--- src/hw/rtl/tpms_pkg.sv ---
package tpms_pkg;

  localparam int FRAME_BYTES = 16;
  localparam int IDX_W = $clog2(FRAME_BYTES);
  localparam int DEC_BYTES = FRAME_BYTES / 2;
  localparam int DEC_W = $clog2(DEC_BYTES);

  localparam logic [2:0] STAT_NEW       = 3'd0;
  localparam logic [2:0] STAT_DUP       = 3'd1;
  localparam logic [2:0] STAT_BAD_SUM   = 3'd2;
  localparam logic [2:0] STAT_BAD_MAN   = 3'd3;
  localparam logic [2:0] STAT_OUT_RANGE = 3'd4;

  localparam logic [1:0] REG_DUP_WINDOW = 2'd0;
  localparam logic [1:0] REG_MAX_PRES   = 2'd1;
  localparam logic [1:0] REG_MIN_TEMP   = 2'd2;
  localparam logic [1:0] REG_MAX_TEMP   = 2'd3;

  localparam logic [15:0] DUP_WINDOW_RST = 16'd2000;
  localparam logic [11:0] MAX_PRES_RST   = 12'd496;
  localparam logic [7:0]  MIN_TEMP_RST   = 8'd22;
  localparam logic [7:0]  MAX_TEMP_RST   = 8'd132;

  localparam logic [7:0]  FIRST_PREV     = 8'h01;
  localparam logic [26:0] PSI_SCALE      = 27'd23762;
  localparam logic [12:0] TEMP_MUL       = 13'd18;
  localparam logic [12:0] TEMP_OFS       = 13'd580;

  typedef struct packed {
    logic [15:0] dup_window_ms;
    logic [11:0] max_pressure_code;
    logic [7:0]  min_temp_code;
    logic [7:0]  max_temp_code;
  } cfg_t;

  typedef struct packed {
    logic [DEC_BYTES-1:0][7:0] dbytes;
    logic                      man_err;
    logic [10:0]               byte_sum;
    logic [31:0]               time_ms;
  } frame_t;

endpackage

--- src/hw/rtl/tpms_if.sv ---
interface tpms_byte_if;
  logic        valid;
  logic        ready;
  logic [7:0]  raw_byte;
  logic        frame_start;
  logic [31:0] time_ms;

  modport source (output valid, raw_byte, frame_start, time_ms, input ready);
  modport sink (input valid, raw_byte, frame_start, time_ms, output ready);
endinterface

interface tpms_result_if;
  logic               valid;
  logic               ready;
  logic [2:0]         status;
  logic [23:0]        sensor_id;
  logic [11:0]        pressure_code;
  logic [18:0]        pressure_psi_q8;
  logic signed [12:0] temp_tenths_f;
  logic               low_battery;
  logic               fast_leak;
  logic [15:0]        dup_count;

  modport source (output valid, status, sensor_id, pressure_code, pressure_psi_q8,
                  temp_tenths_f, low_battery, fast_leak, dup_count, input ready);
  modport sink (input valid, status, sensor_id, pressure_code, pressure_psi_q8,
                temp_tenths_f, low_battery, fast_leak, dup_count, output ready);
endinterface

--- src/hw/rtl/tpms_front.sv ---
module tpms_front (
  input  logic              clk,
  input  logic              rst,
  tpms_byte_if.sink         byte_ch,
  input  logic              q_full,
  output logic              q_push,
  output tpms_pkg::frame_t  q_data
);

  logic [tpms_pkg::IDX_W-1:0] byte_index;
  logic [tpms_pkg::IDX_W-1:0] idx_eff;
  logic [7:0]                 prev_raw;
  logic [3:0]                 high_nibble;
  logic                       man_err;
  logic [10:0]                byte_sum;
  logic [7:0]                 dstore [tpms_pkg::DEC_BYTES];

  logic                       accept;
  logic                       first;
  logic                       last;
  logic [7:0]                 prev;
  logic [7:0]                 shifted;
  logic [3:0]                 nib;
  logic                       bad;
  logic [7:0]                 dbyte;
  logic [tpms_pkg::DEC_W-1:0] k;
  logic                       man_err_next;
  logic [10:0]                byte_sum_next;

  assign byte_ch.ready = !q_full;
  assign accept = byte_ch.valid && byte_ch.ready;

  assign idx_eff = byte_ch.frame_start ? '0 : byte_index;
  assign first = (idx_eff == '0);
  assign last = (idx_eff == tpms_pkg::IDX_W'(tpms_pkg::FRAME_BYTES - 1));
  assign prev = first ? tpms_pkg::FIRST_PREV : prev_raw;
  assign shifted = {prev[1:0], byte_ch.raw_byte[7:2]};
  assign k = idx_eff[tpms_pkg::IDX_W-1:1];
  assign dbyte = {high_nibble, nib};

  // 10 -> 0, 01 -> 1, equal bits flag a broken pair
  always_comb begin
    bad = 1'b0;
    for (int p = 0; p < 4; p++) begin
      nib[p] = (shifted[2*p+1 -: 2] == 2'b01);
      if (shifted[2*p+1] == shifted[2*p]) begin
        bad = 1'b1;
      end
    end
  end

  always_comb begin
    man_err_next = (first ? 1'b0 : man_err) | bad;
    byte_sum_next = first ? 11'd0 : byte_sum;
    if (idx_eff[0] && (k != '0)) begin
      byte_sum_next = byte_sum_next + 11'(dbyte);
    end
  end

  always_ff @(posedge clk) begin
    if (rst) begin
      byte_index <= '0;
      prev_raw <= '0;
      high_nibble <= '0;
      man_err <= 1'b0;
      byte_sum <= '0;
    end else if (accept) begin
      byte_index <= last ? '0 : idx_eff + 1'b1;
      prev_raw <= byte_ch.raw_byte;
      man_err <= man_err_next;
      byte_sum <= byte_sum_next;
      if (!idx_eff[0]) begin
        high_nibble <= nib;
      end
    end
  end

  always_ff @(posedge clk) begin
    if (accept && idx_eff[0]) begin
      dstore[k] <= dbyte;
    end
  end

  always_comb begin
    for (int j = 0; j < tpms_pkg::DEC_BYTES - 1; j++) begin
      q_data.dbytes[j] = dstore[j];
    end
    q_data.dbytes[tpms_pkg::DEC_BYTES-1] = dbyte;
    q_data.man_err = man_err_next;
    q_data.byte_sum = byte_sum_next;
    q_data.time_ms = byte_ch.time_ms;
  end

  assign q_push = accept && last;

endmodule

--- src/hw/rtl/tpms_queue.sv ---
module tpms_queue #(
  parameter int DEPTH = 2
) (
  input  logic             clk,
  input  logic             rst,
  input  logic             push,
  input  tpms_pkg::frame_t push_data,
  output logic             full,
  input  logic             pop,
  output logic             empty,
  output tpms_pkg::frame_t head
);

  localparam int PTR_W = (DEPTH > 1) ? $clog2(DEPTH) : 1;

  tpms_pkg::frame_t        entries [DEPTH];
  logic [PTR_W-1:0]        wr_ptr;
  logic [PTR_W-1:0]        rd_ptr;
  logic [$clog2(DEPTH+1)-1:0] count;

  assign full = (count == ($clog2(DEPTH+1))'(DEPTH));
  assign empty = (count == '0);
  assign head = entries[rd_ptr];

  always_ff @(posedge clk) begin
    if (rst) begin
      wr_ptr <= '0;
      rd_ptr <= '0;
      count <= '0;
    end else begin
      if (push) begin
        wr_ptr <= (wr_ptr == PTR_W'(DEPTH - 1)) ? '0 : wr_ptr + 1'b1;
      end
      if (pop) begin
        rd_ptr <= (rd_ptr == PTR_W'(DEPTH - 1)) ? '0 : rd_ptr + 1'b1;
      end
      if (push && !pop) begin
        count <= count + 1'b1;
      end else if (pop && !push) begin
        count <= count - 1'b1;
      end
    end
  end

  always_ff @(posedge clk) begin
    if (push) begin
      entries[wr_ptr] <= push_data;
    end
  end

endmodule

--- src/hw/rtl/tpms_back.sv ---
module tpms_back (
  input  logic             clk,
  input  logic             rst,
  input  tpms_pkg::cfg_t   cfg,
  input  logic             q_empty,
  input  tpms_pkg::frame_t q_head,
  output logic             q_pop,
  tpms_result_if.source    result_ch
);

  logic        logged_valid;
  logic [23:0] logged_id;
  logic [11:0] logged_pressure;
  logic [7:0]  logged_temp;
  logic [1:0]  logged_flags;
  logic [31:0] logged_time;
  logic [15:0] logged_dups;

  logic [23:0] id;
  logic [11:0] pc;
  logic [7:0]  tb;
  logic [1:0]  flags;
  logic [7:0]  chk;
  logic [26:0] psi_prod;
  logic [12:0] temp_f;
  logic [31:0] age;
  logic        bad_sum;
  logic        out_range;
  logic        is_dup;
  logic [15:0] dups_next;
  logic [2:0]  status_next;

  assign q_pop = !q_empty && (!result_ch.valid || result_ch.ready);

  assign id = {q_head.dbytes[1], q_head.dbytes[2], q_head.dbytes[3]};
  assign pc = {q_head.dbytes[7][3:0], q_head.dbytes[4]};
  assign tb = q_head.dbytes[5];
  assign flags = {q_head.dbytes[6][5], q_head.dbytes[6][4]};
  assign chk = {|q_head.byte_sum[10:8], q_head.byte_sum[6:0]};
  assign psi_prod = 27'(pc) * tpms_pkg::PSI_SCALE;
  assign temp_f = 13'({5'd0, tb}) * tpms_pkg::TEMP_MUL - tpms_pkg::TEMP_OFS;
  assign age = q_head.time_ms - logged_time;

  assign bad_sum = (chk != q_head.dbytes[0]);
  assign out_range = (id == '0) || (pc > cfg.max_pressure_code) ||
                     (tb < cfg.min_temp_code) || (tb > cfg.max_temp_code);
  assign is_dup = logged_valid && (age < {16'd0, cfg.dup_window_ms}) &&
                  (id == logged_id) && (pc == logged_pressure) &&
                  (tb == logged_temp) && (flags == logged_flags);
  assign dups_next = (logged_dups == 16'hFFFF) ? logged_dups : logged_dups + 1'b1;

  always_comb begin
    if (q_head.man_err) begin
      status_next = tpms_pkg::STAT_BAD_MAN;
    end else if (bad_sum) begin
      status_next = tpms_pkg::STAT_BAD_SUM;
    end else if (out_range) begin
      status_next = tpms_pkg::STAT_OUT_RANGE;
    end else if (is_dup) begin
      status_next = tpms_pkg::STAT_DUP;
    end else begin
      status_next = tpms_pkg::STAT_NEW;
    end
  end

  always_ff @(posedge clk) begin
    if (rst) begin
      result_ch.valid <= 1'b0;
      logged_valid <= 1'b0;
      logged_id <= '0;
      logged_pressure <= '0;
      logged_temp <= '0;
      logged_flags <= '0;
      logged_time <= '0;
      logged_dups <= '0;
    end else begin
      if (q_pop) begin
        result_ch.valid <= 1'b1;
      end else if (result_ch.ready) begin
        result_ch.valid <= 1'b0;
      end
      if (q_pop && status_next == tpms_pkg::STAT_DUP) begin
        logged_dups <= dups_next;
      end else if (q_pop && status_next == tpms_pkg::STAT_NEW) begin
        logged_valid <= 1'b1;
        logged_id <= id;
        logged_pressure <= pc;
        logged_temp <= tb;
        logged_flags <= flags;
        logged_time <= q_head.time_ms;
        logged_dups <= 16'd1;
      end
    end
  end

  always_ff @(posedge clk) begin
    if (q_pop) begin
      result_ch.status <= status_next;
      if (status_next == tpms_pkg::STAT_BAD_MAN || status_next == tpms_pkg::STAT_BAD_SUM) begin
        result_ch.sensor_id <= '0;
        result_ch.pressure_code <= '0;
        result_ch.pressure_psi_q8 <= '0;
        result_ch.temp_tenths_f <= '0;
        result_ch.low_battery <= 1'b0;
        result_ch.fast_leak <= 1'b0;
      end else begin
        result_ch.sensor_id <= id;
        result_ch.pressure_code <= pc;
        result_ch.pressure_psi_q8 <= psi_prod[26:8];
        result_ch.temp_tenths_f <= temp_f;
        result_ch.low_battery <= flags[1];
        result_ch.fast_leak <= flags[0];
      end
      case (status_next)
        tpms_pkg::STAT_NEW: begin
          result_ch.dup_count <= 16'd1;
        end
        tpms_pkg::STAT_DUP: begin
          result_ch.dup_count <= dups_next;
        end
        default: begin
          result_ch.dup_count <= '0;
        end
      endcase
    end
  end

endmodule

--- src/hw/rtl/tpms_frame_decoder.sv ---
// TPMS frame decoder: one raw byte accepted per cycle while the frame queue has room.
// One result per 16-byte frame: the frame is written to a small queue once its last
// byte is accepted, and the checking stage registers the result when it pops it.
// Input stalls while the queue is full: QUEUE_DEPTH frames wait behind a held result.
// Reset (rst, synchronous): byte count, log and config return to defaults;
// no clearing pass, the block takes bytes on the first cycle after reset.
module tpms_frame_decoder #(
  parameter int QUEUE_DEPTH = 2
) (
  input  logic          clk,
  input  logic          rst,
  tpms_byte_if.sink     byte_ch,
  tpms_result_if.source result_ch,
  input  logic          psel,
  input  logic          penable,
  input  logic          pwrite,
  input  logic [3:0]    paddr,
  input  logic [31:0]   pwdata,
  output logic [31:0]   prdata,
  output logic          pready
);

  tpms_pkg::cfg_t   cfg;
  tpms_pkg::frame_t q_data;
  tpms_pkg::frame_t q_head;
  logic             q_push;
  logic             q_pop;
  logic             q_full;
  logic             q_empty;
  logic             wr_en;

  assign pready = 1'b1;
  assign wr_en = psel && penable && pwrite && pready;

  always_ff @(posedge clk) begin
    if (rst) begin
      cfg.dup_window_ms <= tpms_pkg::DUP_WINDOW_RST;
      cfg.max_pressure_code <= tpms_pkg::MAX_PRES_RST;
      cfg.min_temp_code <= tpms_pkg::MIN_TEMP_RST;
      cfg.max_temp_code <= tpms_pkg::MAX_TEMP_RST;
    end else if (wr_en) begin
      case (paddr[3:2])
        tpms_pkg::REG_DUP_WINDOW: cfg.dup_window_ms <= pwdata[15:0];
        tpms_pkg::REG_MAX_PRES:   cfg.max_pressure_code <= pwdata[11:0];
        tpms_pkg::REG_MIN_TEMP:   cfg.min_temp_code <= pwdata[7:0];
        tpms_pkg::REG_MAX_TEMP:   cfg.max_temp_code <= pwdata[7:0];
        default: ;
      endcase
    end
  end

  always_comb begin
    case (paddr[3:2])
      tpms_pkg::REG_DUP_WINDOW: prdata = {16'd0, cfg.dup_window_ms};
      tpms_pkg::REG_MAX_PRES:   prdata = {20'd0, cfg.max_pressure_code};
      tpms_pkg::REG_MIN_TEMP:   prdata = {24'd0, cfg.min_temp_code};
      tpms_pkg::REG_MAX_TEMP:   prdata = {24'd0, cfg.max_temp_code};
      default:                  prdata = '0;
    endcase
  end

  tpms_front u_front (
    .clk     (clk),
    .rst     (rst),
    .byte_ch (byte_ch),
    .q_full  (q_full),
    .q_push  (q_push),
    .q_data  (q_data)
  );

  tpms_queue #(
    .DEPTH (QUEUE_DEPTH)
  ) u_queue (
    .clk       (clk),
    .rst       (rst),
    .push      (q_push),
    .push_data (q_data),
    .full      (q_full),
    .pop       (q_pop),
    .empty     (q_empty),
    .head      (q_head)
  );

  tpms_back u_back (
    .clk       (clk),
    .rst       (rst),
    .cfg       (cfg),
    .q_empty   (q_empty),
    .q_head    (q_head),
    .q_pop     (q_pop),
    .result_ch (result_ch)
  );

endmodule

--- src/flat_wrapper.sv ---
// flat-port wrapper written by rule: the top's interface ports become plain ports
module tpms_frame_decoder_flat 
#(
  parameter int QUEUE_DEPTH = 2
)
  (clk, rst, psel, penable, pwrite, paddr, pwdata, prdata, pready, byte_ch_valid, byte_ch_raw_byte, byte_ch_frame_start, byte_ch_time_ms, byte_ch_ready, result_ch_valid, result_ch_status, result_ch_sensor_id, result_ch_pressure_code, result_ch_pressure_psi_q8, result_ch_temp_tenths_f, result_ch_low_battery, result_ch_fast_leak, result_ch_dup_count, result_ch_ready);
  tpms_byte_if byte_ch_i ();
  tpms_result_if result_ch_i ();
  input  logic clk;
  input  logic rst;
  input  logic psel;
  input  logic penable;
  input  logic pwrite;
  input  logic [3:0] paddr;
  input  logic [31:0] pwdata;
  output logic [31:0] prdata;
  output logic pready;
  input wire logic [$bits(byte_ch_i.valid)-1:0] byte_ch_valid;
  input wire logic [$bits(byte_ch_i.raw_byte)-1:0] byte_ch_raw_byte;
  input wire logic [$bits(byte_ch_i.frame_start)-1:0] byte_ch_frame_start;
  input wire logic [$bits(byte_ch_i.time_ms)-1:0] byte_ch_time_ms;
  output wire logic [$bits(byte_ch_i.ready)-1:0] byte_ch_ready;
  output wire logic [$bits(result_ch_i.valid)-1:0] result_ch_valid;
  output wire logic [$bits(result_ch_i.status)-1:0] result_ch_status;
  output wire logic [$bits(result_ch_i.sensor_id)-1:0] result_ch_sensor_id;
  output wire logic [$bits(result_ch_i.pressure_code)-1:0] result_ch_pressure_code;
  output wire logic [$bits(result_ch_i.pressure_psi_q8)-1:0] result_ch_pressure_psi_q8;
  output wire logic [$bits(result_ch_i.temp_tenths_f)-1:0] result_ch_temp_tenths_f;
  output wire logic [$bits(result_ch_i.low_battery)-1:0] result_ch_low_battery;
  output wire logic [$bits(result_ch_i.fast_leak)-1:0] result_ch_fast_leak;
  output wire logic [$bits(result_ch_i.dup_count)-1:0] result_ch_dup_count;
  input wire logic [$bits(result_ch_i.ready)-1:0] result_ch_ready;
  assign byte_ch_i.valid = byte_ch_valid;
  assign byte_ch_i.raw_byte = byte_ch_raw_byte;
  assign byte_ch_i.frame_start = byte_ch_frame_start;
  assign byte_ch_i.time_ms = byte_ch_time_ms;
  assign byte_ch_ready = byte_ch_i.ready;
  assign result_ch_valid = result_ch_i.valid;
  assign result_ch_status = result_ch_i.status;
  assign result_ch_sensor_id = result_ch_i.sensor_id;
  assign result_ch_pressure_code = result_ch_i.pressure_code;
  assign result_ch_pressure_psi_q8 = result_ch_i.pressure_psi_q8;
  assign result_ch_temp_tenths_f = result_ch_i.temp_tenths_f;
  assign result_ch_low_battery = result_ch_i.low_battery;
  assign result_ch_fast_leak = result_ch_i.fast_leak;
  assign result_ch_dup_count = result_ch_i.dup_count;
  assign result_ch_i.ready = result_ch_ready;
  tpms_frame_decoder #(.QUEUE_DEPTH(QUEUE_DEPTH)) u_core (.clk(clk), .rst(rst), .byte_ch(byte_ch_i), .result_ch(result_ch_i), .psel(psel), .penable(penable), .pwrite(pwrite), .paddr(paddr), .pwdata(pwdata), .prdata(prdata), .pready(pready));
endmodule
--- config.mk ---
export PLATFORM = sky130hd
export DESIGN_NAME = tpms_frame_decoder_flat
export DESIGN_NICKNAME = d
export VERILOG_FILES = /design/src/hw/rtl/tpms_pkg.sv /design/src/hw/rtl/tpms_if.sv /design/src/hw/rtl/tpms_front.sv /design/src/hw/rtl/tpms_queue.sv /design/src/hw/rtl/tpms_back.sv /design/src/hw/rtl/tpms_frame_decoder.sv /design/src/flat_wrapper.sv
export SDC_FILE = /design/constraint.sdc
export NUM_CORES = 1
export LEC_CHECK = 0
export BUFFER_PORTS_ARGS = -buffer_cell sky130_fd_sc_hd__buf_2
export CAP_MARGIN = 40
export CORE_MARGIN = 5
export CORE_UTILIZATION = 55
export DETAILED_ROUTE_END_ITERATION = 8
export PLACE_DENSITY = 0.74
export SLEW_MARGIN = 20
export SYNTH_ARGS = -nofsm -noshare
export SYNTH_HDL_FRONTEND = slang
export SYNTH_HIERARCHICAL = 1
export SYNTH_SLANG_ARGS = --single-unit
--- constraint.sdc ---
create_clock -name clk -period 7.3 [get_ports clk]
set_clock_uncertainty 0.15 [all_clocks]
set_input_delay 1.46 -clock clk [delete_from_list [all_inputs] [get_ports clk]]
set_output_delay 1.46 -clock clk [all_outputs]
set_load 0.01 [all_outputs]
=== Word-level counts from Yosys, hierarchy flattened ===
Memory sizes are Yosys's and may differ from the RTL's. A register that Yosys moved wholly into a read port is not among the register bits.
Cells that the tools add are included.

* Register bits: 255
* Bits in writable memories: 280
* Output and inout port bits: 124
* Logic and storage cells: 143
* Memories: 2

* Add/subtract/negate cells: 9
* $mul: 2
* Order comparisons: 4
* Eq/ne operators: 22
* Muxes and demuxes: 31
* Bitwise gates (word level): 3
* Reductions and logical operators: 42

{| class="wikitable"
|+ Memory list
! memory !! depth !! width !! read ports !! clocked after memory_dff !! wr ports !! line !! source
|-
| u_core.u_queue.entries || 2 || 108 || 1 || 1 || 1 || tpms_queue.sv:16 || <nowiki>tpms_pkg::frame_t entries [DEPTH];</nowiki>
|-
| u_core.u_front.dstore || 8 || 8 || 7 || 0 || 1 || tpms_front.sv:16 || <nowiki>logic [7:0] dstore [tpms_pkg::DEC_BYTES];</nowiki>
|}

{| class="wikitable"
|+ Operators by type and width
! operator !! count
|-
| one-hot mux 32 bit (4 select lines) || 1
|-
| 2-to-1 mux 16 bit || 3
|-
| less-than comparator 32 x 16 -> 1 bit || 1
|-
| one-hot mux 16 bit (2 select lines) || 1
|-
| subtractor 32 bit || 1
|-
| multiplier 12 x 14 -> 26 bit, second input constant || 1
|-
| equality test 24 bit || 1
|-
| zero test 24 bit || 1
|-
| 2-to-1 mux 11 bit || 2
|-
| adder 16 x 1 -> 16 bit, second input constant || 1
|-
| equality test 16 bit, second input constant || 1
|-
| logical AND 1 bit || 16
|-
| 2-to-1 mux 1 bit || 16
|-
| subtractor 13 x 10 -> 13 bit, second input constant || 1
|-
| equality test 12 bit || 1
|-
| greater-than comparator 12 bit || 1
|-
| multiplier 8 x 4 -> 12 bit, second input constant || 1
|-
| AND reduction 2 bit || 6
|-
| adder 11 x 8 -> 11 bit || 1
|-
| equality test 2 x 1 -> 1 bit, second input constant || 5
|-
| 2-to-1 mux 3 bit || 3
|-
| equality test 8 bit || 1
|-
| greater-than comparator 8 bit || 1
|-
| less-than comparator 8 bit || 1
|-
| 23 further kinds || 45
|}

=== Depth between registers and ports, before layout ===
* Word-level depth: 15
* Mapped depth: 24
* Gate-level depth less buffers: 21

=== By module ===
The synthesis kept the hierarchy.

{| class="wikitable"
|+ Modules (own cells, without submodules)
! module !! instances !! cells each !! area an instance (um^2) !! sequential area each (um^2)
|-
| tpms_back || 1 || 1,610 || 15,135.8 || 4,564.4
|-
| tpms_queue || 1 || 358 || 8,067.7 || 6,586.3
|-
| tpms_front || 1 || 332 || 3,701.0 || 2,122.0
|-
| tpms_frame_decoder || 1 || 218 || 2,289.7 || 880.8
|}

=== Least setup slack after synthesis ===
OpenSTA, ideal clock, no wires.

* Path kind: input to register
* From: input byte_ch_frame_start
* To: memory u_core/u_queue/entries[0][0] in the netlist's numbering (enable)
* Setup time: 589 ps
* Arrival: 7,150 ps
* Data required time: 6,561 ps
* Slack: -589 ps
* Cell stages on the path: 6
* Path buffers: 1
* Path through: nor2b_1 -> buf_4 -> ha_1 -> nand2_1 -> nor3_1 -> nor2b_1

* Word-level cells in the longest chain between the ends: 5

{| class="wikitable"
|+ Ends and longest elaborated chain
! item !! line !! source
|-
| start, declared || flat_wrapper.sv:20 || <nowiki>input wire logic [$bits(byte_ch_i.frame_start)-1:0] byte_ch_frame_start;</nowiki>
|-
| 2-to-1 mux 4 bit || tpms_front.sv:33 || <nowiki>assign idx_eff = byte_ch.frame_start ? '0 : byte_index;</nowiki>
|-
| equality test 4 bit || tpms_front.sv:35 || <nowiki>assign last = (idx_eff == tpms_pkg::IDX_W'(tpms_pkg::FRAME_BYTES - 1));</nowiki>
|-
| logical AND 1 bit || tpms_front.sv:94 || <nowiki>assign q_push = accept && last;</nowiki>
|-
| named net u_core.q_push || tpms_frame_decoder.sv:26 || <nowiki>logic q_push;</nowiki>
|-
| 2-to-1 mux 1 bit || tpms_queue.sv:46 || <nowiki>if (push) begin</nowiki>
|-
| 2-to-1 mux 1 bit (implied by the code) || tpms_queue.sv:47 || <nowiki>entries[wr_ptr] <= push_data;</nowiki>
|-
| end, declared || tpms_queue.sv:16 ||
|}

The timed path passes the listed nets, and every way through them passes these cells.

==> results.txt <==
The fraction of layout instances using a drive strength above 1 is ~16%. The count of buffers inserted at the top-level ports came out at between 150 and 200. Routability-driven placement finished with a final weighted congestion of between 0.9 and 1. The residual DRC count is 0. The flow ran to the end, and the final reports show no timing, DRC or antenna violations. Setup repair after global routing left no endpoint under its margin.

The worst stage delay on the critical path is about 0.61 ns. The post-place setup slack came out at 0.620 ns. The standard cell with the maximum stage delay on the critical path is sky130_fd_sc_hd__dfxtp_4. The number of nets at the end of the flow came out at a little under 3000. The routed via count divided by cell count came out at 5.70.

The floorplan step defined a die boundary enclosing 55900 um^2. Clock-pin slew was measured on the worst setup and hold paths at 0.06 ns. Hold is met by 0.293 ns.

The highest net fanout along the worst path is 24. The highest attainable clock frequency is ~0.15 GHz. The wire length of the first global-routing pass came out at about 100 mm.

The cell area after synthesis came out at 28200 um^2. The total overflow reported by the global router came out at 0. The net switching power came out at 0.00496 W.

Before antenna repair, the detailed router went through 5 iterations. The worst setup path is launched from a register. The final setup violation count is 0. The clock network power share is a little over a fifth. The count of standard-cell rows came out at 83.

The per-instance average area after synthesis came out at 11.4 um^2. The worst setup path is captured at a register. The slew at the pin with the worst max-slew slack came out at 0.829 ns. Across the run, the number of max-cap violations was 0. The finished cells cover 31200 um^2. The area of the core came out at a little over 50000 um^2. For this design, the CTS-stage hold fixing added 0 buffers.

Gates resized during post-CTS repair numbered 0. The violation count after the first detailed-route iteration came out at 1483. The later-pin clock latency in the skew report came out at 0.61 ns. The final routed wire length divided by cell count is 19.9 um. The number of hold violations in the final report came to 0.

The most common cell type on the critical path is sky130_fd_sc_hd__fa_1. The cell count after synthesis came out at 2477. The I/O pin total came out at 208. The number of clock sinks is 499. The via count of the first global-routing pass is between 15000 and 20000.

Per report_power, the combinational group accounts for roughly half of the total. The power per cell area came out at 404 nW/um^2. The leakage dissipation is 12.1 nW. The pin count of the biggest net entering global routing is 104. The worst-case IR drop observed on VDD is 0.000445 V.

Counting the fill cells in the layout gives 4148. The number of antenna violations at the first check in global routing came to 1. The floorplan step set the die height to 237 um. The clock passes through at most 3 buffers. The classification of the worst-slack hold path is register to register.

The signal on the critical path passes through buf_4 -> mux2_2 -> ha_1 -> fa_1 -> inv_1 -> fa_1 -> fa_1 -> fa_1 -> ha_1 -> nand2_1 -> a2111oi_0 -> a211oi_1 -> buf_4 -> o211ai_1 -> a31oi_1 -> nor2b_1 -> o21a_1 -> or3_1 -> a21oi_1. The aggregate negative setup slack is 0 ns. TritonCTS built the clock tree.

The worst path arrival time is 7.04 ns. The final wirelength came out at 66.3 mm. The switching share of power came out at 39.3%. The number of buffers inserted by post-CTS setup repair is 0. For this run, the number of Yosys warnings is 6. The count of pins over their slew limit came out at 0. The layout-stage area growth over the synthesis result came out at 10.6%. The global-route usage over all layers is 22.9%. The post-detailed-route count of antenna-violating nets came out at 0. The final period demand of the worst path is 6.84 ns. The die width came out at 237 um. The placed cell area is 29400 um^2. The post-DP HPWL came out at 47.4 mm. The number of buffers created by CTS came out at 52.

The worst path required time is 7.50 ns. The clock root buffer is sky130_fd_sc_hd__clkbuf_16. By startpoint and endpoint, the worst setup path is classified as register to register. The total power is 0.0126 W.

In this run the tightest slew margin relative to its limit is 44.6%. The sequential share of power came out at 27.1%. The final critical-path share of the clock period is 93.7%. The maximum level of the CTS H-tree came out at 2. The initial core utilization came out at 55.2%. The routed via count came out at 18900. The total internal power is 0.00765 W. Setup slack closes at 0.463 ns.
==> power by group through the flow <==
stage,logic [W],registers (W),clock network [W]
after floorplan,0.00468,0.00353,0
after global placement,0.00608,0.00348,0
after detailed placement,0.00634,0.00349,0
after CTS,0.00641,0.00343,0.00275
after global routing,0.00718,0.00344,0.00288
final,0.00650,0.00342,0.00269
==> per-layer routing <==
metal  vias up  part of all wire (%)  global-route usage, %
met3       112                   5.8                   3.23
li1       8979                     -                      -
met5         -                     0                      0
met4         0                   3.2                   7.52
met2       589                    48                   38.0
met1      9252                    43                   31.2
==> sequential cells by signal, indices dropped and copies added, names as in the netlist, 2 cells and up, named ones only <==
signal and flops:
u_core/u_front/prev_raw 2, u_core/u_back/logged_flags 2, u_core/u_front/byte_sum 11, u_core/u_back/logged_dups 16, u_core/u_queue/entries 194, u_core/u_back/logged_pressure 12, u_core/u_back/logged_id 24, u_core/u_front/high_nibble 4
u_core/u_back/result_ch.status 3, u_core/u_back/result_ch.temp_tenths_f 12, u_core/u_front/dstore 50, u_core/cfg 44, u_core/u_back/logged_temp 8, u_core/u_back/result_ch.dup_count 16, u_core/u_back/result_ch.pressure_code 12, u_core/u_back/logged_time 32
u_core/u_queue/count 2, u_core/u_back/result_ch.pressure_psi_q8 19, u_core/u_back/result_ch.sensor_id 24, u_core/u_front/byte_index 4
==> cell usage in the layout, fill, tap and decap left out, drive strengths merged, types with 73 or more instances in the layout <==
master,count
dfxtp,167
edfxtp,332
inv,199
nand2,77
mux2,99
nor2,132
nand2b,221
ha,182
a21oi,73
buf,205
mux2i,127
==> worst max-delay path: cells and delay by family, from the launching register on <==
family                   cells  cell delay [ns]
buffers and inverters        3             0.56
multiplexers                 1             0.52
AO/OA/AOI/OAI                6             1.39
adder cells (fa/ha/maj)      6             2.86
flip-flops                   1             0.61
AND/OR/NAND/NOR              3             0.46
==> path summary, 6_finish.rpt <==
check | start | slack (ns) | depth (start not counted) | to
worst max register to register | register | 0.46 | 19 | u_core/u_back/result_ch.pressure_psi_q8[18]$_SDFFCE_PP0P_
worst min register to register | u_core/u_front/dstore[3][1]$_DFFE_PP_ | 0.29 | 0 | u_core/u_queue/entries[1][69]$_DFFE_PP_
worst min-delay path | u_core/u_front/dstore[3][1]$_DFFE_PP_ | 0.29 | 0 | u_core/u_queue/entries[1][69]$_DFFE_PP_
worst max-delay path | register | 0.46 | 19 | u_core/u_back/result_ch.pressure_psi_q8[18]$_SDFFCE_PP0P_
==> final cells by class <==
cell class	count	area (um^2)	share of cell area, %
Sequential cell	499	13300	42.7
Timing Repair Buffer	206	1210	3.89
Inverter	198	743	2.38
Multi-Input combinational cell	1640	13300	42.7
Clock inverter	28	279	0.894
Clock buffer	70	1480	4.74
Antenna cell	2	5.00	0.0160
Tap cell	680	851	2.73
==> through the flow <==
step | instances | utilization (%)
6_report | 3323 | 61.1
3_5_place_dp | 3217 | 57.4
4_1_cts | 3315 | 60.9
2_1_floorplan | 2492 | -
3_3_place_gp | 3213 | 57.3
5_1_grt | 3321 | 61.1
Power figures use the tool's default switching activity.
